### config.mk
export PLATFORM = sky130hd
export DESIGN_NAME = pixel_palette_and_luma_classifier
export DESIGN_NICKNAME = d
export VERILOG_FILES = /design/src/rtl/ppl_pkg.sv /design/src/rtl/ppl_nearest.sv /design/src/rtl/pixel_palette_and_luma_classifier.sv
export SDC_FILE = /design/constraint.sdc
export NUM_CORES = 2
export LEC_CHECK = 0
export BUFFER_PORTS_ARGS = -buffer_cell sky130_fd_sc_hd__buf_2
export CORE_MARGIN = 2
export CORE_UTILIZATION = 35
export DETAILED_ROUTE_END_ITERATION = 7
export REMOVE_ABC_BUFFERS = 1
export SLEW_MARGIN = 40
export SYNTH_ARGS = -nofsm -noshare
export SYNTH_HDL_FRONTEND = slang
export SYNTH_SLANG_ARGS = --single-unit
### constraint.sdc
create_clock -name clk -period 24.1 [get_ports clk]
set_input_delay 0 -clock clk [delete_from_list [all_inputs] [get_ports clk]]
set_output_delay 0 -clock clk [all_outputs]
set_load 0.005 [all_outputs]
### src/rtl/ppl_pkg.sv
// ----------------------------------------------------------------------------
// ppl_pkg
// Shared types, constants and helpers of the palette and luma classifier.
// ----------------------------------------------------------------------------
`timescale 1ns / 1ps
`default_nettype none

package ppl_pkg;

  // Channel and palette geometry
  localparam int CHAN_W       = 8;
  localparam int SQ_W         = 2 * CHAN_W;
  localparam int PALETTE_SIZE = 7;
  localparam int PAL_IDX_W    = 3;
  localparam int LUMA_W       = 7;

  localparam logic [CHAN_W-1:0] CHAN_MAX = 8'd255;

  // Palette codes
  localparam logic [PAL_IDX_W-1:0] PAL_BLUE    = 3'd0;
  localparam logic [PAL_IDX_W-1:0] PAL_GREEN   = 3'd1;
  localparam logic [PAL_IDX_W-1:0] PAL_CYAN    = 3'd2;
  localparam logic [PAL_IDX_W-1:0] PAL_RED     = 3'd3;
  localparam logic [PAL_IDX_W-1:0] PAL_MAGENTA = 3'd4;
  localparam logic [PAL_IDX_W-1:0] PAL_YELLOW  = 3'd5;
  localparam logic [PAL_IDX_W-1:0] PAL_WHITE   = 3'd6;

  // Channel presence per palette entry: bit 2 red, bit 1 green, bit 0 blue
  localparam logic [2:0] PAL_MASK [PALETTE_SIZE] = '{
    3'd1, 3'd2, 3'd3, 3'd4, 3'd5, 3'd6, 3'd7
  };

  // Luma: floor((21R + 71G + 8B) / 300) via reciprocal, exact for sums < 28728
  localparam int LUMA_SUM_W  = 15;
  localparam int LUMA_PROD_W = 30;
  localparam int LUMA_SHIFT  = 23;
  localparam logic [LUMA_SUM_W-1:0] LUMA_WR    = 15'd21;
  localparam logic [LUMA_SUM_W-1:0] LUMA_WG    = 15'd71;
  localparam logic [LUMA_SUM_W-1:0] LUMA_WB    = 15'd8;
  localparam logic [LUMA_SUM_W-1:0] LUMA_RECIP = 15'd27963;
  localparam logic [LUMA_W-1:0]     LUMA_MAX   = 7'd85;

  // Integer square root: sums stay below 2^18, so the walk starts at bit 16
  localparam int SQ_REM_W           = 18;
  localparam int SQ_RES_W           = 19;
  localparam int SQ_TOP_BIT         = 16;
  localparam int SQ_STAGES          = 3;
  localparam int SQ_STEPS_PER_STAGE = 3;
  localparam int DIST_W             = 9;

  typedef struct packed {
    logic [CHAN_W-1:0] red;
    logic [CHAN_W-1:0] green;
    logic [CHAN_W-1:0] blue;
  } pix_t;

  typedef struct packed {
    logic [PAL_IDX_W-1:0] palette_index;
    logic [LUMA_W-1:0]    luma_index;
  } res_t;

  typedef struct packed {
    logic [SQ_REM_W-1:0] rem;
    logic [SQ_RES_W-1:0] res;
  } sqrt_lane_t;

  typedef struct packed {
    logic [DIST_W-1:0]    distance;
    logic [PAL_IDX_W-1:0] idx;
  } cand_t;

  // One digit of the restoring square root
  function automatic sqrt_lane_t sqrt_step(sqrt_lane_t l, logic [SQ_RES_W-1:0] bitv);
    logic [SQ_RES_W:0] trial;
    sqrt_lane_t        n;
    trial = {1'b0, l.res} + {1'b0, bitv};
    if ({{(SQ_RES_W + 1 - SQ_REM_W){1'b0}}, l.rem} >= trial) begin
      n.rem = l.rem - trial[SQ_REM_W-1:0];
      n.res = (l.res >> 1) + bitv;
    end else begin
      n.rem = l.rem;
      n.res = l.res >> 1;
    end
    return n;
  endfunction

  // Keep the left (earlier) candidate unless the right one is strictly closer
  function automatic cand_t pick(cand_t l, cand_t r);
    return (r.distance < l.distance) ? r : l;
  endfunction

endpackage

`default_nettype wire

### src/rtl/ppl_nearest.sv
// ----------------------------------------------------------------------------
// ppl_nearest
// Selects the closest palette entry from seven distances, first entry on ties.
// ----------------------------------------------------------------------------
`timescale 1ns / 1ps
`default_nettype none

module ppl_nearest (
  input  wire logic [ppl_pkg::DIST_W-1:0]    distance [ppl_pkg::PALETTE_SIZE],
  output logic      [ppl_pkg::PAL_IDX_W-1:0] idx
);

  ppl_pkg::cand_t c   [ppl_pkg::PALETTE_SIZE];
  ppl_pkg::cand_t l1  [4];
  ppl_pkg::cand_t l2  [2];
  ppl_pkg::cand_t win;

  // Tag each distance with its palette code
  always_comb begin
    for (int k = 0; k < ppl_pkg::PALETTE_SIZE; k++) begin
      c[k].distance = distance[k];
      c[k].idx      = ppl_pkg::PAL_IDX_W'(k);
    end
  end

  // Reduce in a tree; the left branch always holds the lower codes
  always_comb begin
    l1[0] = ppl_pkg::pick(c[0], c[1]);
    l1[1] = ppl_pkg::pick(c[2], c[3]);
    l1[2] = ppl_pkg::pick(c[4], c[5]);
    l1[3] = c[6];
    l2[0] = ppl_pkg::pick(l1[0], l1[1]);
    l2[1] = ppl_pkg::pick(l1[2], l1[3]);
    win   = ppl_pkg::pick(l2[0], l2[1]);
  end

  assign idx = win.idx;

endmodule

`default_nettype wire

### src/rtl/pixel_palette_and_luma_classifier.sv
// ----------------------------------------------------------------------------
// pixel_palette_and_luma_classifier
// Maps an RGB pixel to its nearest bright palette color and a luma index.
// ----------------------------------------------------------------------------
// Usage:
//   Input channel in_valid / in_stall / in_data carries one RGB pixel a beat.
//   Output channel out_valid / out_stall / out_data returns one result a beat:
//   the nearest palette code (blue, green, cyan, red, magenta, yellow, white,
//   ties to the earlier code, compared on floored Euclidean distance) and the
//   luma index floor((21R + 71G + 8B) / 300), 0 to 85.
//   One beat enters every cycle while in_stall is low. The six-stage pipeline
//   holds the squares, the sums and luma multiply, three square-root stages
//   of three digits each, and the registered nearest-color tree.
//   Reset clears every stage valid bit; no beat is in flight afterward.
//   When the receiver stalls, the last stage holds its result and bubbles
//   upstream are squeezed out; in_stall rises only once every stage is full.
//   Nothing is dropped or repeated under stall.
// ----------------------------------------------------------------------------
`timescale 1ns / 1ps
`default_nettype none

module pixel_palette_and_luma_classifier (
  input  wire logic          clk,
  input  wire logic          rst_n,
  input  wire logic          in_valid,
  output logic               in_stall,
  input  wire ppl_pkg::pix_t in_data,
  output logic               out_valid,
  input  wire logic          out_stall,
  output ppl_pkg::res_t      out_data
);

  localparam int NSTG = ppl_pkg::SQ_STAGES + 3;

  logic [NSTG-1:0] v_r;
  logic [NSTG-1:0] rdy;
  logic [NSTG-1:0] v_in;

  // Stage 1: channel squares and luma weighted sum
  logic [ppl_pkg::SQ_W-1:0]       sq_lo_r [3];
  logic [ppl_pkg::SQ_W-1:0]       sq_hi_r [3];
  logic [ppl_pkg::SQ_W-1:0]       sq_lo_nxt [3];
  logic [ppl_pkg::SQ_W-1:0]       sq_hi_nxt [3];
  logic [ppl_pkg::LUMA_SUM_W-1:0] lsum_r;
  logic [ppl_pkg::LUMA_SUM_W-1:0] lsum_nxt;

  // Stage 2: distance sums and luma reciprocal product
  ppl_pkg::sqrt_lane_t             sum_r [ppl_pkg::PALETTE_SIZE];
  ppl_pkg::sqrt_lane_t             sum_nxt [ppl_pkg::PALETTE_SIZE];
  logic [ppl_pkg::LUMA_PROD_W-1:0] lprod_r;
  logic [ppl_pkg::LUMA_PROD_W-1:0] lprod_nxt;

  // Stages 3 to 5: square-root digits
  ppl_pkg::sqrt_lane_t        rt_r [ppl_pkg::SQ_STAGES][ppl_pkg::PALETTE_SIZE];
  ppl_pkg::sqrt_lane_t        rt_nxt [ppl_pkg::SQ_STAGES][ppl_pkg::PALETTE_SIZE];
  logic [ppl_pkg::LUMA_W-1:0] lq_r [ppl_pkg::SQ_STAGES];

  // Stage 6: output
  logic [ppl_pkg::DIST_W-1:0]    pal_dist [ppl_pkg::PALETTE_SIZE];
  logic [ppl_pkg::PAL_IDX_W-1:0] near_idx;
  ppl_pkg::res_t                 out_r;

  // Stage handshake: a stage loads when empty or when the next one moves
  always_comb begin
    rdy[NSTG-1] = !v_r[NSTG-1] || !out_stall;
    for (int s = NSTG - 2; s >= 0; s--) begin
      rdy[s] = !v_r[s] || rdy[s+1];
    end
    v_in[0] = in_valid;
    for (int s = 1; s < NSTG; s++) begin
      v_in[s] = v_r[s-1];
    end
  end

  assign in_stall = !rdy[0];

  // Advance valid bits
  always_ff @(posedge clk) begin
    if (!rst_n) begin
      v_r <= '0;
    end else begin
      for (int s = 0; s < NSTG; s++) begin
        if (rdy[s]) begin
          v_r[s] <= v_in[s];
        end
      end
    end
  end

  // Square each channel both against zero and against full scale
  always_comb begin
    logic [ppl_pkg::CHAN_W-1:0] ch [3];
    logic [ppl_pkg::CHAN_W-1:0] inv;
    ch[0] = in_data.red;
    ch[1] = in_data.green;
    ch[2] = in_data.blue;
    for (int c = 0; c < 3; c++) begin
      inv          = ppl_pkg::CHAN_MAX - ch[c];
      sq_lo_nxt[c] = ppl_pkg::SQ_W'(ch[c]) * ppl_pkg::SQ_W'(ch[c]);
      sq_hi_nxt[c] = ppl_pkg::SQ_W'(inv) * ppl_pkg::SQ_W'(inv);
    end
    lsum_nxt = ppl_pkg::LUMA_WR * ppl_pkg::LUMA_SUM_W'(in_data.red)
             + ppl_pkg::LUMA_WG * ppl_pkg::LUMA_SUM_W'(in_data.green)
             + ppl_pkg::LUMA_WB * ppl_pkg::LUMA_SUM_W'(in_data.blue);
  end

  always_ff @(posedge clk) begin
    if (rdy[0] && v_in[0]) begin
      sq_lo_r <= sq_lo_nxt;
      sq_hi_r <= sq_hi_nxt;
      lsum_r  <= lsum_nxt;
    end
  end

  // Form squared distance to each palette entry; scale luma by reciprocal
  always_comb begin
    logic [2:0] m;
    for (int k = 0; k < ppl_pkg::PALETTE_SIZE; k++) begin
      m = ppl_pkg::PAL_MASK[k];
      sum_nxt[k].rem = ppl_pkg::SQ_REM_W'(m[2] ? sq_hi_r[0] : sq_lo_r[0])
                     + ppl_pkg::SQ_REM_W'(m[1] ? sq_hi_r[1] : sq_lo_r[1])
                     + ppl_pkg::SQ_REM_W'(m[0] ? sq_hi_r[2] : sq_lo_r[2]);
      sum_nxt[k].res = '0;
    end
    lprod_nxt = ppl_pkg::LUMA_PROD_W'(lsum_r) * ppl_pkg::LUMA_PROD_W'(ppl_pkg::LUMA_RECIP);
  end

  always_ff @(posedge clk) begin
    if (rdy[1] && v_in[1]) begin
      sum_r   <= sum_nxt;
      lprod_r <= lprod_nxt;
    end
  end

  // Run three root digits per stage on every lane
  always_comb begin
    ppl_pkg::sqrt_lane_t l;
    for (int s = 0; s < ppl_pkg::SQ_STAGES; s++) begin
      for (int k = 0; k < ppl_pkg::PALETTE_SIZE; k++) begin
        l = (s == 0) ? sum_r[k] : rt_r[(s == 0) ? 0 : s - 1][k];
        for (int j = 0; j < ppl_pkg::SQ_STEPS_PER_STAGE; j++) begin
          l = ppl_pkg::sqrt_step(l, ppl_pkg::SQ_RES_W'(1) <<
                (ppl_pkg::SQ_TOP_BIT - 2 * (ppl_pkg::SQ_STEPS_PER_STAGE * s + j)));
        end
        rt_nxt[s][k] = l;
      end
    end
  end

  always_ff @(posedge clk) begin
    for (int s = 0; s < ppl_pkg::SQ_STAGES; s++) begin
      if (rdy[2+s] && v_in[2+s]) begin
        rt_r[s] <= rt_nxt[s];
        if (s == 0) begin
          lq_r[s] <= lprod_r[ppl_pkg::LUMA_SHIFT +: ppl_pkg::LUMA_W];
        end else begin
          lq_r[s] <= lq_r[(s == 0) ? 0 : s - 1];
        end
      end
    end
  end

  // Pick the nearest color from the floored distances
  always_comb begin
    for (int k = 0; k < ppl_pkg::PALETTE_SIZE; k++) begin
      pal_dist[k] = rt_r[ppl_pkg::SQ_STAGES-1][k].res[ppl_pkg::DIST_W-1:0];
    end
  end

  ppl_nearest u_nearest (
    .distance (pal_dist),
    .idx      (near_idx)
  );

  always_ff @(posedge clk) begin
    if (rdy[NSTG-1] && v_in[NSTG-1]) begin
      out_r.palette_index <= near_idx;
      out_r.luma_index    <= lq_r[ppl_pkg::SQ_STAGES-1];
    end
  end

  assign out_valid = v_r[NSTG-1];
  assign out_data  = out_r;

`ifndef ASSERT_OFF
  a_pal_range: assert property (@(posedge clk) disable iff (!rst_n)
    out_valid |-> out_data.palette_index <= ppl_pkg::PAL_WHITE)
    else $error("palette code beyond white");

  a_luma_range: assert property (@(posedge clk) disable iff (!rst_n)
    out_valid |-> out_data.luma_index <= ppl_pkg::LUMA_MAX)
    else $error("luma index out of range");

  a_stall_full: assert property (@(posedge clk) disable iff (!rst_n)
    in_stall |-> (&v_r) && out_stall)
    else $error("input stalled with room in the pipeline");

  a_hold_last: assert property (@(posedge clk) disable iff (!rst_n)
    (v_r[NSTG-1] && out_stall) |=> v_r[NSTG-1] && $stable(out_r))
    else $error("stalled result lost or changed");
`endif

endmodule

`default_nettype wire

# == After elaboration in Yosys (flattened, before gate mapping) ==
# Memories as Yosys holds them, arrays and structs flattened. A register that Yosys moved wholly into a read port is not among the register bits.
# Cells that the tools add are included.
# word_totals
in_bits,28
out_inout_bits,12
mem_count,2
ram_bits,798
register_bits,276
wordCells,388
# mem_list
memory,depth,width,read_ports,rd_ports_with_merged_regs,wr,line,rtl
rt_r,3,259,3,0,3,pixel_palette_and_luma_classifier.sv:54,ppl_pkg::sqrt_lane_t rt_r [ppl_pkg::SQ_STAGES][ppl_pkg::PALETTE_SIZE];
lq_r,3,7,3,1,3,pixel_palette_and_luma_classifier.sv:56,logic [ppl_pkg::LUMA_W-1:0] lq_r [ppl_pkg::SQ_STAGES];
# classes
n_reduce_logical,20
n_addsub,191
multipliers,9
magnitude_cmp,69
muxes,75
# op_table
operator,count
37-bit 2-to-1 mux,63
18-bit by 20-bit >= comparator with 1-bit output,56
18-bit subtractor,56
19-bit by 1-bit adder with 20-bit output (second input constant),7
19-bit by 11-bit adder with 20-bit output (second input constant),7
19-bit by 13-bit adder with 20-bit output (second input constant),7
19-bit by 15-bit adder with 20-bit output (second input constant),7
19-bit by 3-bit adder with 20-bit output (second input constant),7
19-bit by 5-bit adder with 20-bit output (second input constant),7
19-bit by 7-bit adder with 20-bit output (second input constant),7
19-bit by 9-bit adder with 20-bit output (second input constant),7
18-bit by 1-bit adder with 19-bit output (second input constant),7
18-bit by 11-bit adder with 19-bit output (second input constant),7
18-bit by 13-bit adder with 19-bit output (second input constant),7
18-bit by 15-bit adder with 19-bit output (second input constant),7
18-bit by 3-bit adder with 19-bit output (second input constant),7
18-bit by 5-bit adder with 19-bit output (second input constant),7
18-bit by 7-bit adder with 19-bit output (second input constant),7
18-bit by 9-bit adder with 19-bit output (second input constant),7
18-bit by 17-bit >= comparator with 1-bit output (second input constant),7
18-bit by 17-bit subtractor with 18-bit output (second input constant),7
8-bit by 8-bit multiplier with 16-bit output,6
17-bit by 16-bit adder with 18-bit output,4
16-bit by 16-bit adder with 17-bit output,4
other kinds (14),49

# == Longest topological paths before layout ==
# An unclocked memory read counts as a cell.
# logic_depth
word_depth,10
ltp_mapped,35

# == Modules after synthesis ==
# From an unflattened synthesis, not the netlist that was laid out.
# hier_totals
hier_cells,6559
area_unflattened_um2,64501.9
# by_module_without_submodules
mod,area_per_inst_um2,cells_per_inst,instances
pixel_palette_and_luma_classifier,62676.4,6305,1
ppl_nearest,1825.5,254,1

# == Least setup slack after synthesis ==
# No wires, ideal clock.
# synth_timing
path_type,reg-to-reg
startpoint,register v_r[5]
endpoint,"memory lq_r[1][0] in the netlist's numbering, enable pin"
setup_slack_ns,9.987
setup_ns,0.978
synth_period_minus_slack_ns,14.113
arrival_time_ns,13.135
path_stages_with_launch,3
cell_sequence,dfxtp_1 -> and3_1 -> a21boi_0
# synth_lines
element,line,rtl
"start, declared",pixel_palette_and_luma_classifier.sv:35,logic [NSTG-1:0] v_r;
"start signal, assigned by index",pixel_palette_and_luma_classifier.sv:84,v_r[s] <= v_in[s];
"end, declared",pixel_palette_and_luma_classifier.sv:56,

==> results_dict.tcl <==
set metrics [dict create \
    status "finished, final reports clean" \
    dieArea_sq_mm 0.189 \
    grt_pass1_vias 48100 \
    layout-drive-gt1-share_pct 5.48 \
    netlist.area_leader.share_pct 29.9 \
    use_met3_pct 1.44 \
    antenna_found_initial 2 \
    path_clk_slew_ns 0.06 \
    avgSynthCellArea_sq_um 9.83 \
    rsz0062_at_grt "no" \
    clk_latency_ns 0.67 \
    critical_path_class "flop to flop" \
    hold_start "in_data[22]" \
    ys_seq_area_share_pct 30.1 \
    cts_inserted_buffers 75 \
    yosys-top-cells-area "edfxtp_1 30%, ha_1 19%, fa_1 9.3%" \
    period_needed_ns 7.23 \
    worstHoldPathType "input pin to flop" \
    cts-resized-gates 0 \
    fp-row-count 158 \
    end_kind "flop" \
    postRouteWirelength_um 163000 \
    grt-busiest-layer "met2" \
    crit_fanout 13 \
    critPathLaunchType "flop" \
    grt_use_total_pct 16.9 \
    grt_pass1_wl_um 260000 \
    yosysUniqueCellTypes 113 \
    synth-edff-count 647 \
    place_hpwl_um 131000 \
    finClkSkew_ns 0.0328 \
    finalHoldViolations 0 \
    syn_inst 6614 \
    worstMarginPinSlew_ns 0.821 \
    num_vias 48000 \
    yosysTopAreaCell "edfxtp_1" \
    routabilityCongestion 0.915 \
    die_w_um 435 \
    grtUsageMet2_pct 29.0 \
    die_y_um 435 \
    maxCapViolCount 0 \
    final_max_slew_viol_count 0 \
    cts_tree "built" \
    slew_headroom_pct 45.3 \
    tns_ns 0 \
    worstPathArrival_ns 7.61 \
    post-cts-setup-buffers 0 \
    core_area_sq_mm 0.185 \
    startpoint "rt_r[0][303]$_DFFE_PP_" \
    numPortBuffers 39 \
    synthArstFlopShare_pct 0 \
    ys.flop_type "edfxtp_1" \
    dr.pass1.iters 8 \
    grt_max_degree 81 \
    cts.sinks 653 \
    yosys_warnings 0 \
    synthesis.area_sq_mm 0.0650 \
    met1_usage_pct 22.5 \
    cts_buffer_depth 3 \
    setup_viol 0 \
    start_util_pct 35.1 \
    pin_count 40 \
    ys_ff_latch 653 \
    reg2reg_depth 27 \
    drtIter0Drc 2955 \
    ant_nets 0 \
    critical_path_required_ns 24.48 \
    cpMostUsedCell "a21o_1" \
    drc 0 \
    area_growth_pct 9.10 \
    critPathMaxStageDelay_ns 0.75 \
    max_freq_ghz 0.138 \
    holdPathStages 3 \
    cp_slowest_cell "or4b_1" \
    period_share_pct 30.0 \
    r2r_start "rt_r[0][303]$_DFFE_PP_" \
    overflow 0 \
    wl_per_cell_um 17.7 \
    layout.nets 7962 \
    h-tree-depth 3 \
    viasPerCell 5.22 \
    cts_root_buf "clkbuf_16" \
]
-- sequential cells by signal, indices dropped and copies added, names as in the netlist --
name	count
lsum_r	15
out_data	10
lprod_r	7
lq_r	21
sq_lo_r	45
rt_r	378
sum_r	126
v_r	6
sq_hi_r	45
-- cells in the mapped netlist, types with 97 or more instances --
master	n
a21oi_1	431
edfxtp_1	647
xor2_1	155
nand3_1	97
fa_1	301
o21a_1	97
xnor2_1	398
nor2_1	570
nor3_1	156
ha_1	968
o21ai_0	271
a21o_1	119
inv_1	737
nand2_1	361
-- layer usage --
layer  wire [um]  up-vias
met5           0        -
met4        5170        0
met3        5390      205
met2       77200      857
met1       74900    23200
li1            -    23800
-- cell usage in the layout (no fill, tap or decap), drive strengths merged, types with 89 or more instances in the layout --
master  count
a21o      119
a21oi     432
clkbuf     89
edfxtp    647
fa        301
ha        968
inv       750
nand2     364
nand3      99
nor2      571
nor3      159
o21a       97
o21ai     282
xnor2     399
xor2      155
-- cell families (layout without fill, tap and decap cells) --
family | after synthesis | count (layout) | share of synthesized area (%)
simple gates | 1768 | 1768 | 13.5
compound gates | 1405 | 1405 | 14.2
fa+ha+maj | 1269 | 1269 | 27.9
buf+inv | 855 | 960 | 4.99
flops | 653 | 653 | 30.1
xor+xnor | 554 | 554 | 7.49
mux | 109 | 109 | 1.84
other cells | 1 | 4 | 0.00577
-- per-stage QoR --
step	worst slack (ns)	cells	cell area [sq um]	utilization [%]	hold slack [ns]
after floorplan	9.99	6511	64600	-	0.0989
after global placement	16.99	9048	68100	36.8	0.230
after detailed placement	16.89	9052	68200	36.9	0.229
after CTS	16.85	9200	70900	38.3	0.00993
after global routing	16.36	9202	71000	38.3	0.0452
final	16.87	9202	71000	38.3	0.0690
-- worst paths after layout --
| kind | end | slack (ns) |
|---|---|---|
| max | rt_r[0][555]$_DFFE_PP_ | 16.87 |
| min reg2reg | lq_r[1][1]$_DFFE_PP_ | 0.41 |
| min | sq_hi_r[47]$_DFFE_PP_ | 0.07 |
| max reg2reg | rt_r[0][555]$_DFFE_PP_ | 16.87 |
-- worst max-delay path, delay by kind of cell, from the launching register on --
kind / cells / cell delay, ns
AOI/OAI and AO/OA: 14 / 2.70
adders and majority gates: 3 / 0.99
buffers and inverters: 2 / 0.39
DFF: 1 / 0.38
muxes: 1 / 0.38
and+or+nand+nor: 7 / 2.09
-- area by class of cell --
cell class | instances | area [sq um]
timing repair buffer | 77 | 568
tap | 2480 | 3100
clock buffer | 89 | 2020
clock inverter | 44 | 493
antenna | 1 | 2.50
sequential | 653 | 19500
fill | 18300 | 114000
inverter | 750 | 2820
multi-input combinational | 5108 | 42400
-- what timing repair did --
| item | CTS | global route |
|---|---|---|
| endpoints found under the hold margin | 64 | 0 |
| setup endpoints to repair | 0 | 0 |
| hold buffers | 15 | 0 |
Power is left out: the tool's default activity adds up to more than one toggle a clock period on the data nets, which glitch-free logic cannot reach.
